**src/rtl/core/lvfcm_pkg.sv**
```systemverilog
// shared types, constants, palette tables and colour functions of the false-colour mapper
package lvfcm_pkg;

    localparam int SAMPLE_BITS_DEF = 16;
    localparam int MAX_PALETTE_DEF = 64;
    localparam int VAL_BITS        = 16;
    localparam int DEN_BITS        = VAL_BITS + 1;
    localparam int SIZE_BITS       = 7;
    localparam int QBITS           = 7;
    localparam int IDX_BITS        = 6;
    localparam int CFG_IDX_BITS    = 3;

    typedef enum logic [CFG_IDX_BITS-1:0] {
        REG_LEFT   = 3'd0,
        REG_RIGHT  = 3'd1,
        REG_SCHEME = 3'd2,
        REG_FINE   = 3'd3,
        REG_FWD    = 3'd4
    } cfg_reg_t;

    localparam logic [2:0] SCH_YELLOW_RED = 3'd0;
    localparam logic [2:0] SCH_BROWN      = 3'd2;
    localparam logic [2:0] SCH_GREY       = 3'd4;
    localparam logic [2:0] SCH_BLUE       = 3'd5;

    // flags and quotient bits travelling down the divider row
    typedef struct packed {
        logic             err;
        logic             zq;
        logic [QBITS:0]   q;
    } div_ctl_t;

    // colours packed as blue, green, red
    localparam logic [23:0] PAL_BLUE16 [16] = '{
        24'hFFFFFF,24'hD5F7FF,24'hAAEAFF,24'h7AE1FF,24'h4ED5FF,24'h21CCFF,24'h00B5FF,24'h0080FF,
        24'h004BFA,24'h0065E3,24'h007FC8,24'h0058AE,24'h002D95,24'h000577,24'h00003C,24'h000000};
    localparam logic [23:0] PAL_BLUE32 [32] = '{
        24'hFFFFFF,24'hEDFBFF,24'hD5F7FF,24'hC1F1FF,24'hAAEAFF,24'h94E6FF,24'h7AE1FF,24'h65DAFF,
        24'h4ED5FF,24'h3AD0FF,24'h21CCFF,24'h0FC3FF,24'h00B5FF,24'h009AFF,24'h0080FF,24'h0066FF,
        24'h004EFF,24'h004BFA,24'h0058F2,24'h0065E3,24'h0072D9,24'h007FC8,24'h006EBF,24'h0058AE,
        24'h0043A4,24'h002D95,24'h001789,24'h000577,24'h000057,24'h00003C,24'h00002B,24'h000000};
    localparam logic [23:0] PAL_BROWN16 [16] = '{
        24'hFFFFFF,24'h8FEFFF,24'h5FD7FF,24'h67BFFF,24'h00AFFF,24'h009FFF,24'h0097EF,24'h0087DF,
        24'h0077CF,24'h0067BF,24'h005FAF,24'h004F9F,24'h003F8F,24'h002F77,24'h001F57,24'h00002F};
    localparam logic [23:0] PAL_BROWN64 [64] = '{
        24'hFFFFFF,24'hE7FFFF,24'hC7FFFF,24'hAFFFFF,24'h97F7FF,24'h77EFFF,24'h5FE7FF,24'h57DFFF,
        24'h5FD7FF,24'h5FCFFF,24'h5FC7FF,24'h5FC7FF,24'h67BFFF,24'h67BFFF,24'h3FB7FF,24'h07B7FF,
        24'h00AFFF,24'h00AFFF,24'h00A7FF,24'h00A7FF,24'h00A7FF,24'h009FFF,24'h009FFF,24'h0097FF,
        24'h0097F7,24'h0097F7,24'h008FEF,24'h008FEF,24'h0087E7,24'h0087E7,24'h0087DF,24'h007FDF,
        24'h007FD7,24'h0077D7,24'h0077CF,24'h0077CF,24'h006FC7,24'h006FC7,24'h0067BF,24'h0067BF,
        24'h0067B7,24'h005FB7,24'h005FAF,24'h0057AF,24'h0057A7,24'h0057A7,24'h004F9F,24'h004F9F,
        24'h004797,24'h004797,24'h003F8F,24'h003F8F,24'h003F87,24'h00377F,24'h00377F,24'h002F77,
        24'h002F6F,24'h002767,24'h001F5F,24'h001757,24'h00174F,24'h000F47,24'h000737,24'h00002F};

    // per-channel gradient steps for forward order, already truncated, two's complement
    localparam logic [23:0] STEP_YR16 [3] = '{24'hD60000, 24'h00DC00, 24'h0000D6};
    localparam logic [23:0] STEP_YR32 [3] = '{24'hE90000, 24'h00ED00, 24'h0000E9};
    localparam logic [23:0] STEP_OR16 [3] = '{24'hDFF600, 24'hF8F000, 24'h00F3D6};
    localparam logic [23:0] STEP_OR32 [3] = '{24'hEEFB00, 24'hFCF800, 24'h00F9E9};

    function automatic logic [SIZE_BITS-1:0] pal_size(input logic [2:0] scheme,
                                                       input logic fine, input int max_pal);
        logic [SIZE_BITS-1:0] n;
        if (!fine) n = 7'd16;
        else n = (scheme == SCH_BROWN) ? 7'd64 : 7'd32;
        if (scheme == SCH_GREY) n = 7'd16;
        if (n > SIZE_BITS'(max_pal)) n = SIZE_BITS'(max_pal);
        return n;
    endfunction

    function automatic logic [23:0] fwd_step(input logic other, input logic is32,
                                             input logic [1:0] seg);
        logic [23:0] st;
        if (other) st = is32 ? STEP_OR32[seg] : STEP_OR16[seg];
        else st = is32 ? STEP_YR32[seg] : STEP_YR16[seg];
        return st;
    endfunction

    // three-segment gradient entry
    function automatic logic [23:0] grad_color(input logic other, input logic fwd,
                                               input logic is32, input logic [IDX_BITS-1:0] idx);
        logic [23:0]         m1;
        logic [23:0]         m2;
        logic [23:0]         base;
        logic [23:0]         st;
        logic [23:0]         res;
        logic [1:0]          seg;
        logic [IDX_BITS-1:0] loc;
        m1 = other ? 24'h39C0FF : 24'h00FFFF;
        m2 = other ? 24'h004EFF : 24'h0000FF;
        if (is32) begin
            if (idx < 6'd10) begin
                seg = 2'd0; loc = idx;
            end else if (idx < 6'd22) begin
                seg = 2'd1; loc = idx - 6'd10;
            end else begin
                seg = 2'd2; loc = idx - 6'd22;
            end
        end else begin
            if (idx < 6'd5) begin
                seg = 2'd0; loc = idx;
            end else if (idx < 6'd11) begin
                seg = 2'd1; loc = idx - 6'd5;
            end else begin
                seg = 2'd2; loc = idx - 6'd11;
            end
        end
        if (fwd) begin
            st = fwd_step(other, is32, seg);
            base = (seg == 2'd0) ? 24'hFFFFFF : (seg == 2'd1) ? m1 : m2;
        end else begin
            // reversed run mirrors the forward segments with negated steps
            st = fwd_step(other, is32, 2'd2 - seg);
            st = {8'd0 - st[23:16], 8'd0 - st[15:8], 8'd0 - st[7:0]};
            base = (seg == 2'd0) ? 24'h000000 : (seg == 2'd1) ? m2 : m1;
        end
        for (int k = 0; k < 3; k++) begin
            res[8*k +: 8] = base[8*k +: 8] + 8'({2'b00, loc} * st[8*k +: 8]);
        end
        return res;
    endfunction

endpackage

```
**src/rtl/core/lvfcm_prep.sv**
```systemverilog
// front stages: offset from left value, magnitudes and scaling by palette size
module lvfcm_prep
    import lvfcm_pkg::*;
#(
    parameter int SAMPLE_BITS = SAMPLE_BITS_DEF,
    parameter int DW          = 17,
    parameter int AW          = 24
) (
    input  logic                   aclk,
    input  logic                   aresetn,
    input  logic                   in_valid,
    output logic                   in_ready,
    input  logic [SAMPLE_BITS-1:0] in_sample,
    input  logic [VAL_BITS-1:0]    left_val,
    input  logic [VAL_BITS-1:0]    right_val,
    input  logic [SIZE_BITS-1:0]   size,
    output logic                   out_valid,
    input  logic                   out_ready,
    output logic [AW-1:0]          out_rem,
    output logic [DEN_BITS-1:0]    out_den,
    output div_ctl_t               out_ctl
);

    logic                 v1_reg;
    logic [DW-1:0]        absd_reg;
    logic                 dneg_reg;
    logic [DEN_BITS-1:0]  absden_reg;
    logic                 rneg_reg;
    logic                 err_reg;
    logic                 v2_reg;
    logic [AW-1:0]        rem_reg;
    logic [DEN_BITS-1:0]  den_reg;
    div_ctl_t             ctl_reg;

    logic signed [DW-1:0]       diff;
    logic signed [DEN_BITS-1:0] den;
    logic                       rdy1;
    logic                       rdy2;
    div_ctl_t                   ctl_next;

    assign diff = DW'($signed(in_sample)) - DW'($signed(left_val));
    assign den  = DEN_BITS'($signed(right_val)) - DEN_BITS'($signed(left_val));

    assign rdy2     = !v2_reg || out_ready;
    assign rdy1     = !v1_reg || rdy2;
    assign in_ready = rdy1;

    always_comb begin
        ctl_next     = '0;
        ctl_next.err = err_reg;
        // opposite signs give a quotient of zero or below
        ctl_next.zq  = dneg_reg != rneg_reg;
    end

    always_ff @(posedge aclk) begin
        if (!aresetn) begin
            v1_reg <= 1'b0;
            v2_reg <= 1'b0;
        end else begin
            if (rdy1) v1_reg <= in_valid;
            if (rdy2) v2_reg <= v1_reg;
        end
    end

    always_ff @(posedge aclk) begin
        if (rdy1 && in_valid) begin
            absd_reg   <= diff[DW-1] ? DW'(-diff) : DW'(diff);
            dneg_reg   <= diff[DW-1];
            absden_reg <= den[DEN_BITS-1] ? DEN_BITS'(-den) : DEN_BITS'(den);
            rneg_reg   <= den[DEN_BITS-1];
            err_reg    <= den == '0;
        end
        if (rdy2 && v1_reg) begin
            rem_reg <= AW'(absd_reg) * AW'(size);
            den_reg <= absden_reg;
            ctl_reg <= ctl_next;
        end
    end

    assign out_valid = v2_reg;
    assign out_rem   = rem_reg;
    assign out_den   = den_reg;
    assign out_ctl   = ctl_reg;

endmodule

```
**src/rtl/core/lvfcm_div_cell.sv**
```systemverilog
// one restoring-division cell: resolves one quotient bit and passes the remainder on
module lvfcm_div_cell
    import lvfcm_pkg::*;
#(
    parameter int AW    = 24,
    parameter int SHIFT = 0
) (
    input  logic                aclk,
    input  logic                aresetn,
    input  logic                in_valid,
    output logic                in_ready,
    input  logic [AW-1:0]       in_rem,
    input  logic [DEN_BITS-1:0] in_den,
    input  div_ctl_t            in_ctl,
    output logic                out_valid,
    input  logic                out_ready,
    output logic [AW-1:0]       out_rem,
    output logic [DEN_BITS-1:0] out_den,
    output div_ctl_t            out_ctl
);

    logic                v_reg;
    logic [AW-1:0]       rem_reg;
    logic [DEN_BITS-1:0] den_reg;
    div_ctl_t            ctl_reg;

    logic                ge;
    logic [AW-1:0]       rem_next;
    div_ctl_t            ctl_next;

    assign ge       = (in_rem >> SHIFT) >= AW'(in_den);
    assign in_ready = !v_reg || out_ready;

    always_comb begin
        ctl_next          = in_ctl;
        ctl_next.q[SHIFT] = ge;
        rem_next          = in_rem;
        // the top cell only flags overflow and leaves the remainder alone
        if (SHIFT < QBITS && ge) rem_next = in_rem - (AW'(in_den) << SHIFT);
    end

    always_ff @(posedge aclk) begin
        if (!aresetn) begin
            v_reg <= 1'b0;
        end else if (in_ready) begin
            v_reg <= in_valid;
        end
    end

    always_ff @(posedge aclk) begin
        if (in_ready && in_valid) begin
            rem_reg <= rem_next;
            den_reg <= in_den;
            ctl_reg <= ctl_next;
        end
    end

    assign out_valid = v_reg;
    assign out_rem   = rem_reg;
    assign out_den   = den_reg;
    assign out_ctl   = ctl_reg;

endmodule

```
**src/rtl/core/lvfcm_colour.sv**
```systemverilog
// clamps the quotient to a palette index and looks up its colour into the output register
module lvfcm_colour
    import lvfcm_pkg::*;
(
    input  logic                 aclk,
    input  logic                 aresetn,
    input  logic                 in_valid,
    output logic                 in_ready,
    input  div_ctl_t             in_ctl,
    input  logic [2:0]           scheme,
    input  logic                 fwd,
    input  logic [SIZE_BITS-1:0] size,
    output logic                 m_valid,
    input  logic                 m_ready,
    output logic [IDX_BITS-1:0]  m_palette_index,
    output logic [7:0]           m_red,
    output logic [7:0]           m_green,
    output logic [7:0]           m_blue,
    output logic                 m_range_error
);

    logic                v_reg;
    logic [IDX_BITS-1:0] idx_reg;
    logic [23:0]         col_reg;
    logic                err_reg;

    logic [IDX_BITS-1:0]  idx;
    logic [IDX_BITS-1:0]  last;
    logic [IDX_BITS-1:0]  t;
    logic [SIZE_BITS-1:0] q;
    logic [23:0]          col;

    assign in_ready = !v_reg || m_ready;
    assign last     = IDX_BITS'(size - 7'd1);
    assign q        = in_ctl.q[QBITS-1:0];

    always_comb begin
        if (in_ctl.err || in_ctl.zq) idx = '0;
        else if (in_ctl.q[QBITS] || q >= size) idx = last;
        else idx = IDX_BITS'(q);
        t = fwd ? idx : IDX_BITS'(size - 7'd1 - SIZE_BITS'(idx));
        unique case (scheme)
            SCH_BLUE:  col = (size == 7'd32) ? PAL_BLUE32[t[4:0]] : PAL_BLUE16[t[3:0]];
            SCH_GREY:  col = {3{PAL_BROWN16[t[3:0]][7:0]}};
            SCH_BROWN: col = (size == 7'd64) ? PAL_BROWN64[t] : PAL_BROWN16[t[3:0]];
            default:   col = grad_color(scheme != SCH_YELLOW_RED, fwd, size == 7'd32, idx);
        endcase
    end

    always_ff @(posedge aclk) begin
        if (!aresetn) begin
            v_reg <= 1'b0;
        end else if (in_ready) begin
            v_reg <= in_valid;
        end
    end

    always_ff @(posedge aclk) begin
        if (in_ready && in_valid) begin
            idx_reg <= idx;
            col_reg <= col;
            err_reg <= in_ctl.err;
        end
    end

    assign m_valid         = v_reg;
    assign m_palette_index = idx_reg;
    assign m_red           = col_reg[7:0];
    assign m_green         = col_reg[15:8];
    assign m_blue          = col_reg[23:16];
    assign m_range_error   = err_reg;

endmodule

```
**src/rtl/core/log_value_false_color_mapper_core.sv**
```systemverilog
// top level of the false-colour mapper: config registers, front stages, divider row, colour lookup
//
//  channel   direction  handshake           payload
//  s_        in         s_valid / s_ready   s_sample
//  m_        out        m_valid / m_ready   m_palette_index, m_red, m_green, m_blue,
//                                           m_range_error
//  cfg_      in         cfg_wr_en           cfg_index, cfg_wr_data
//
// one sample per clock while m_ready is held high; the pipeline has two front stages, eight divider
// cells (an overflow cell and one cell per quotient bit) and the colour output register.
// every stage holds its own valid bit, so bubbles fill while the output waits.
// aresetn is synchronous and clears only valid bits and the configuration registers.
module log_value_false_color_mapper_core
    import lvfcm_pkg::*;
#(
    parameter int SAMPLE_BITS = SAMPLE_BITS_DEF,
    parameter int MAX_PALETTE = MAX_PALETTE_DEF
) (
    input  logic                    aclk,
    input  logic                    aresetn,
    input  logic                    s_valid,
    output logic                    s_ready,
    input  logic [SAMPLE_BITS-1:0]  s_sample,
    output logic                    m_valid,
    input  logic                    m_ready,
    output logic [IDX_BITS-1:0]     m_palette_index,
    output logic [7:0]              m_red,
    output logic [7:0]              m_green,
    output logic [7:0]              m_blue,
    output logic                    m_range_error,
    input  logic                    cfg_wr_en,
    input  logic [CFG_IDX_BITS-1:0] cfg_index,
    input  logic [VAL_BITS-1:0]     cfg_wr_data
);

    localparam int DW    = ((SAMPLE_BITS > VAL_BITS) ? SAMPLE_BITS : VAL_BITS) + 1;
    localparam int AW    = DW + SIZE_BITS;
    localparam int NCELL = QBITS + 1;

    logic [VAL_BITS-1:0]  left_reg;
    logic [VAL_BITS-1:0]  right_reg;
    logic [2:0]           scheme_reg;
    logic                 fine_reg;
    logic                 fwd_reg;
    logic [SIZE_BITS-1:0] size;

    logic                valid_c [NCELL+1];
    logic                ready_c [NCELL+1];
    logic [AW-1:0]       rem_c   [NCELL+1];
    logic [DEN_BITS-1:0] den_c   [NCELL+1];
    div_ctl_t            ctl_c   [NCELL+1];

    always_ff @(posedge aclk) begin
        if (!aresetn) begin
            left_reg   <= '0;
            right_reg  <= 16'd360;
            scheme_reg <= '0;
            fine_reg   <= 1'b0;
            fwd_reg    <= 1'b0;
        end else if (cfg_wr_en) begin
            unique case (cfg_index)
                REG_LEFT:   left_reg   <= cfg_wr_data;
                REG_RIGHT:  right_reg  <= cfg_wr_data;
                REG_SCHEME: scheme_reg <= cfg_wr_data[2:0];
                REG_FINE:   fine_reg   <= cfg_wr_data[0];
                REG_FWD:    fwd_reg    <= cfg_wr_data[0];
                default:    ;
            endcase
        end
    end

    assign size = pal_size(scheme_reg, fine_reg, MAX_PALETTE);

    lvfcm_prep #(
        .SAMPLE_BITS (SAMPLE_BITS),
        .DW          (DW),
        .AW          (AW)
    ) u_prep (
        .aclk      (aclk),
        .aresetn   (aresetn),
        .in_valid  (s_valid),
        .in_ready  (s_ready),
        .in_sample (s_sample),
        .left_val  (left_reg),
        .right_val (right_reg),
        .size      (size),
        .out_valid (valid_c[0]),
        .out_ready (ready_c[0]),
        .out_rem   (rem_c[0]),
        .out_den   (den_c[0]),
        .out_ctl   (ctl_c[0])
    );

    // cell 0 flags overflow, the rest resolve quotient bits msb first
    for (genvar i = 0; i < NCELL; i++) begin : g_cell
        lvfcm_div_cell #(
            .AW    (AW),
            .SHIFT (QBITS - i)
        ) u_cell (
            .aclk      (aclk),
            .aresetn   (aresetn),
            .in_valid  (valid_c[i]),
            .in_ready  (ready_c[i]),
            .in_rem    (rem_c[i]),
            .in_den    (den_c[i]),
            .in_ctl    (ctl_c[i]),
            .out_valid (valid_c[i+1]),
            .out_ready (ready_c[i+1]),
            .out_rem   (rem_c[i+1]),
            .out_den   (den_c[i+1]),
            .out_ctl   (ctl_c[i+1])
        );
    end

    lvfcm_colour u_colour (
        .aclk            (aclk),
        .aresetn         (aresetn),
        .in_valid        (valid_c[NCELL]),
        .in_ready        (ready_c[NCELL]),
        .in_ctl          (ctl_c[NCELL]),
        .scheme          (scheme_reg),
        .fwd             (fwd_reg),
        .size            (size),
        .m_valid         (m_valid),
        .m_ready         (m_ready),
        .m_palette_index (m_palette_index),
        .m_red           (m_red),
        .m_green         (m_green),
        .m_blue          (m_blue),
        .m_range_error   (m_range_error)
    );

    a_err_index_zero: assert property (@(posedge aclk) disable iff (!aresetn)
        m_valid && m_range_error |-> m_palette_index == '0)
        else $error("range error with nonzero index");

    a_index_in_palette: assert property (@(posedge aclk) disable iff (!aresetn)
        m_valid |-> SIZE_BITS'(m_palette_index) < size)
        else $error("palette index beyond palette size");

    a_err_matches_range: assert property (@(posedge aclk) disable iff (!aresetn)
        m_valid |-> m_range_error == (left_reg == right_reg))
        else $error("range error flag disagrees with configured range");

endmodule

```
**config.mk**
```make
export PLATFORM = sky130hd
export DESIGN_NAME = log_value_false_color_mapper_core
export DESIGN_NICKNAME = d
export VERILOG_FILES = /design/src/rtl/core/lvfcm_pkg.sv /design/src/rtl/core/lvfcm_prep.sv /design/src/rtl/core/lvfcm_div_cell.sv /design/src/rtl/core/lvfcm_colour.sv /design/src/rtl/core/log_value_false_color_mapper_core.sv
export SDC_FILE = /design/constraint.sdc
export NUM_CORES = 1
export LEC_CHECK = 0
export ABC_AREA = 1
export BUFFER_PORTS_ARGS = -buffer_cell sky130_fd_sc_hd__buf_2
export CORE_ASPECT_RATIO = 2
export CORE_MARGIN = 2
export CORE_UTILIZATION = 30
export CTS_BUF_LIST = sky130_fd_sc_hd__clkbuf_16
export DETAILED_ROUTE_END_ITERATION = 16
export GPL_ROUTABILITY_DRIVEN = 0
export PLACE_DENSITY = 0.53
export SYNTH_ARGS = -nofsm -noshare
export SYNTH_HDL_FRONTEND = slang
export SYNTH_HIERARCHICAL = 1
export SYNTH_SLANG_ARGS = --single-unit
export TNS_END_PERCENT = 20
```
**constraint.sdc**
```tcl
create_clock -name aclk -period 8.15 [get_ports aclk]
set_input_delay 0.4075 -clock aclk [delete_from_list [all_inputs] [get_ports aclk]]
set_output_delay 0.4075 -clock aclk [all_outputs]
set_load 0.01 [all_outputs]
```
==> impl_metrics.json <==
{
  "period_share_pct": 96.0,
  "tightest_slew_ns": 1.17,
  "cp_max_fo": 5,
  "dr.first_iter.drc_count": 1736,
  "drtAntennaViolNets": 0,
  "h-tree-depth": 2,
  "clock.fmax_mhz": 128,
  "cap_violations": 0,
  "worstPathArrival_ns": 8.25,
  "io_buffers": 72,
  "numCtsBuffers": 53,
  "layout.nets": 6198,
  "final_cells": 7616,
  "route.detailed.drc": 0,
  "gr-total-overflow": 0,
  "hp-class": "in2reg",
  "crit_top_cell": "inv_1",
  "final_layout_size_suffix_gt1_share_pct": 12.5,
  "pin_count": 73,
  "holdPathStages": 5,
  "min_to": "right_reg[7]",
  "slew_viol_final": 0,
  "clockBufferDepth": 3,
  "vias": 35300,
  "dr.pass1.iters": 6,
  "required_ns": 8.57,
  "timing.rr.end": "u_colour/col_reg[23]",
  "p_leak_nw": 24.0,
  "postRouteWirelength_um": 130000,
  "clkLatencyLatePin_ns": 0.66,
  "yosys_warnings": 6,
  "syn_avg_cell_area_um2": 7.58,
  "crit_type": "reg2reg",
  "grt_max_degree": 51,
  "grt_util_all_layers_pct": 18.3,
  "viasPerCell": 4.63,
  "wire_per_inst_um": 17.1,
  "crit_family": "adder cells",
  "dp_cells": 7503,
  "skew_ns": 0.0387,
  "start_util_pct": 30.2,
  "die_w_um": 268,
  "grt_pass1_wl_um": 199000,
  "antenna_found_initial": 1,
  "total_power_mw": 8.79,
  "cpMaxStageDelayCell": "fa_1",
  "worstHoldStart": "cfg_wr_data[7]",
  "die_area_um2": 142000,
  "synth_area_um2": 41700,
  "setup_viol": 0,
  "cp_slowest_stage_delay_ns": 0.53,
  "slew_headroom_pct": 21.8,
  "hold_viol": 0,
  "cts.clk_slew.worst_paths_ns": 0.08,
  "largest_reg_flops": 168,
  "period_needed_ns": 7.83,
  "syn2layout_area_growth_pct": 13.3,
  "vdd_drop_max_mv": 0.153,
  "core_region_area_um2": 138000,
  "die_h_um": 532,
  "startpoint_type": "register",
  "status": "completed",
  "grt_pass1_vias": 36300,
  "rows": 193,
  "worstReg2RegStart": "scheme_reg[0]",
  "reg2regPathDepth": 54,
  "reg2reg_slack_ns": 0.32,
  "crit_path_end_kind": "register",
  "cts_sinks": 498,
  "cts_tree": "yes",
  "hpwlAfterDp_um": 107000,
  "synth_cells": 5506,
  "crit_buf_inv": 14,
  "power_density_nw_per_um2": 186,
  "cts_root_buf": "clkbuf_16"
}
## power breakdown
part	switching (mW)	internal, mW
logic	2.04	1.06
registers	0.137	3.03
clock network	1.14	1.38
## worst max path at each step
stage,start,end,slack (ns),depth (start not counted)
after floorplan,scheme_reg[0],u_colour/col_reg[23],0.15,57
after global placement,scheme_reg[0],u_colour/col_reg[23],-0.19,51
after detailed placement,scheme_reg[0],u_colour/col_reg[23],-0.21,51
after CTS,scheme_reg[0],u_colour/col_reg[23],0.03,54
after global routing,scheme_reg[0],u_colour/col_reg[15],-0.07,58
final,scheme_reg[0],u_colour/col_reg[23],0.32,54
## layout by cell type (no fill, tap or decap), types with 72 or more instances in the layout
cell type  instances
nor2_1           416
edfxtp_1         450
nand3_1          269
inv_1           1092
ha_1             292
nand2_1         1704
xor2_1            96
nand2_2          132
buf_4            146
a21oi_1          164
o21ai_0           92
fa_1             135
buf_2             72
## timing repair
action	4_1_cts	5_1_grt
pin swaps	4	35
setup endpoints to repair	3	5
gates resized for setup	11	63
hold endpoints to repair	4	0
setup buffers	1	9
hold buffers	4	0
## layer usage
metal  global-route usage, %  routed length [µm]  vias up
met5                       0                   0        -
met4                    15.1               12700        0
met3                    1.86                3610      471
met2                    37.2               73600      872
met1                    15.2               40100    16300
li1                        -                   -    17600
## worst register-to-register path: cells and delay by family (launching register included)
family,cells,cell delay (ns)
fa+ha+maj,9,3.09
simple gates,24,2.16
buf+inv,14,1.01
compound gates,6,0.74
flops,1,0.37
xor+xnor,1,0.27
## through the flow
stage / hold WS [ns] / util [%] / setup slack (ns) / cell area, µm² / setup TNS, ns
5_1_grt: 0.0844 / 34.2 / -0.0683 / 47300 / -0.212
3_5_place_dp: 0.405 / 32.6 / -0.210 / 45100 / -0.311
6_report: 0.0860 / 34.2 / 0.322 / 47300 / 0
4_1_cts: 0.0375 / 34.0 / 0.0349 / 47000 / 0
3_3_place_gp: 0.402 / 32.6 / -0.193 / 45100 / -0.193
2_1_floorplan: 0.400 / - / 0.151 / 41800 / 0
## cell type report
| cell class | instances | area [µm²] |
|---|---|---|
| Inverter | 1161 | 4380 |
| Antenna cell | 1 | 2.50 |
| Clock inverter | 43 | 430 |
| Multi-Input combinational cell | 3782 | 22800 |
| Sequential cell | 498 | 14500 |
| Tap cell | 1852 | 2320 |
| Timing Repair Buffer | 224 | 1520 |
| Clock buffer | 55 | 1380 |
| Fill cell | 14900 | 90800 |
(Power assumes the default switching activity.)
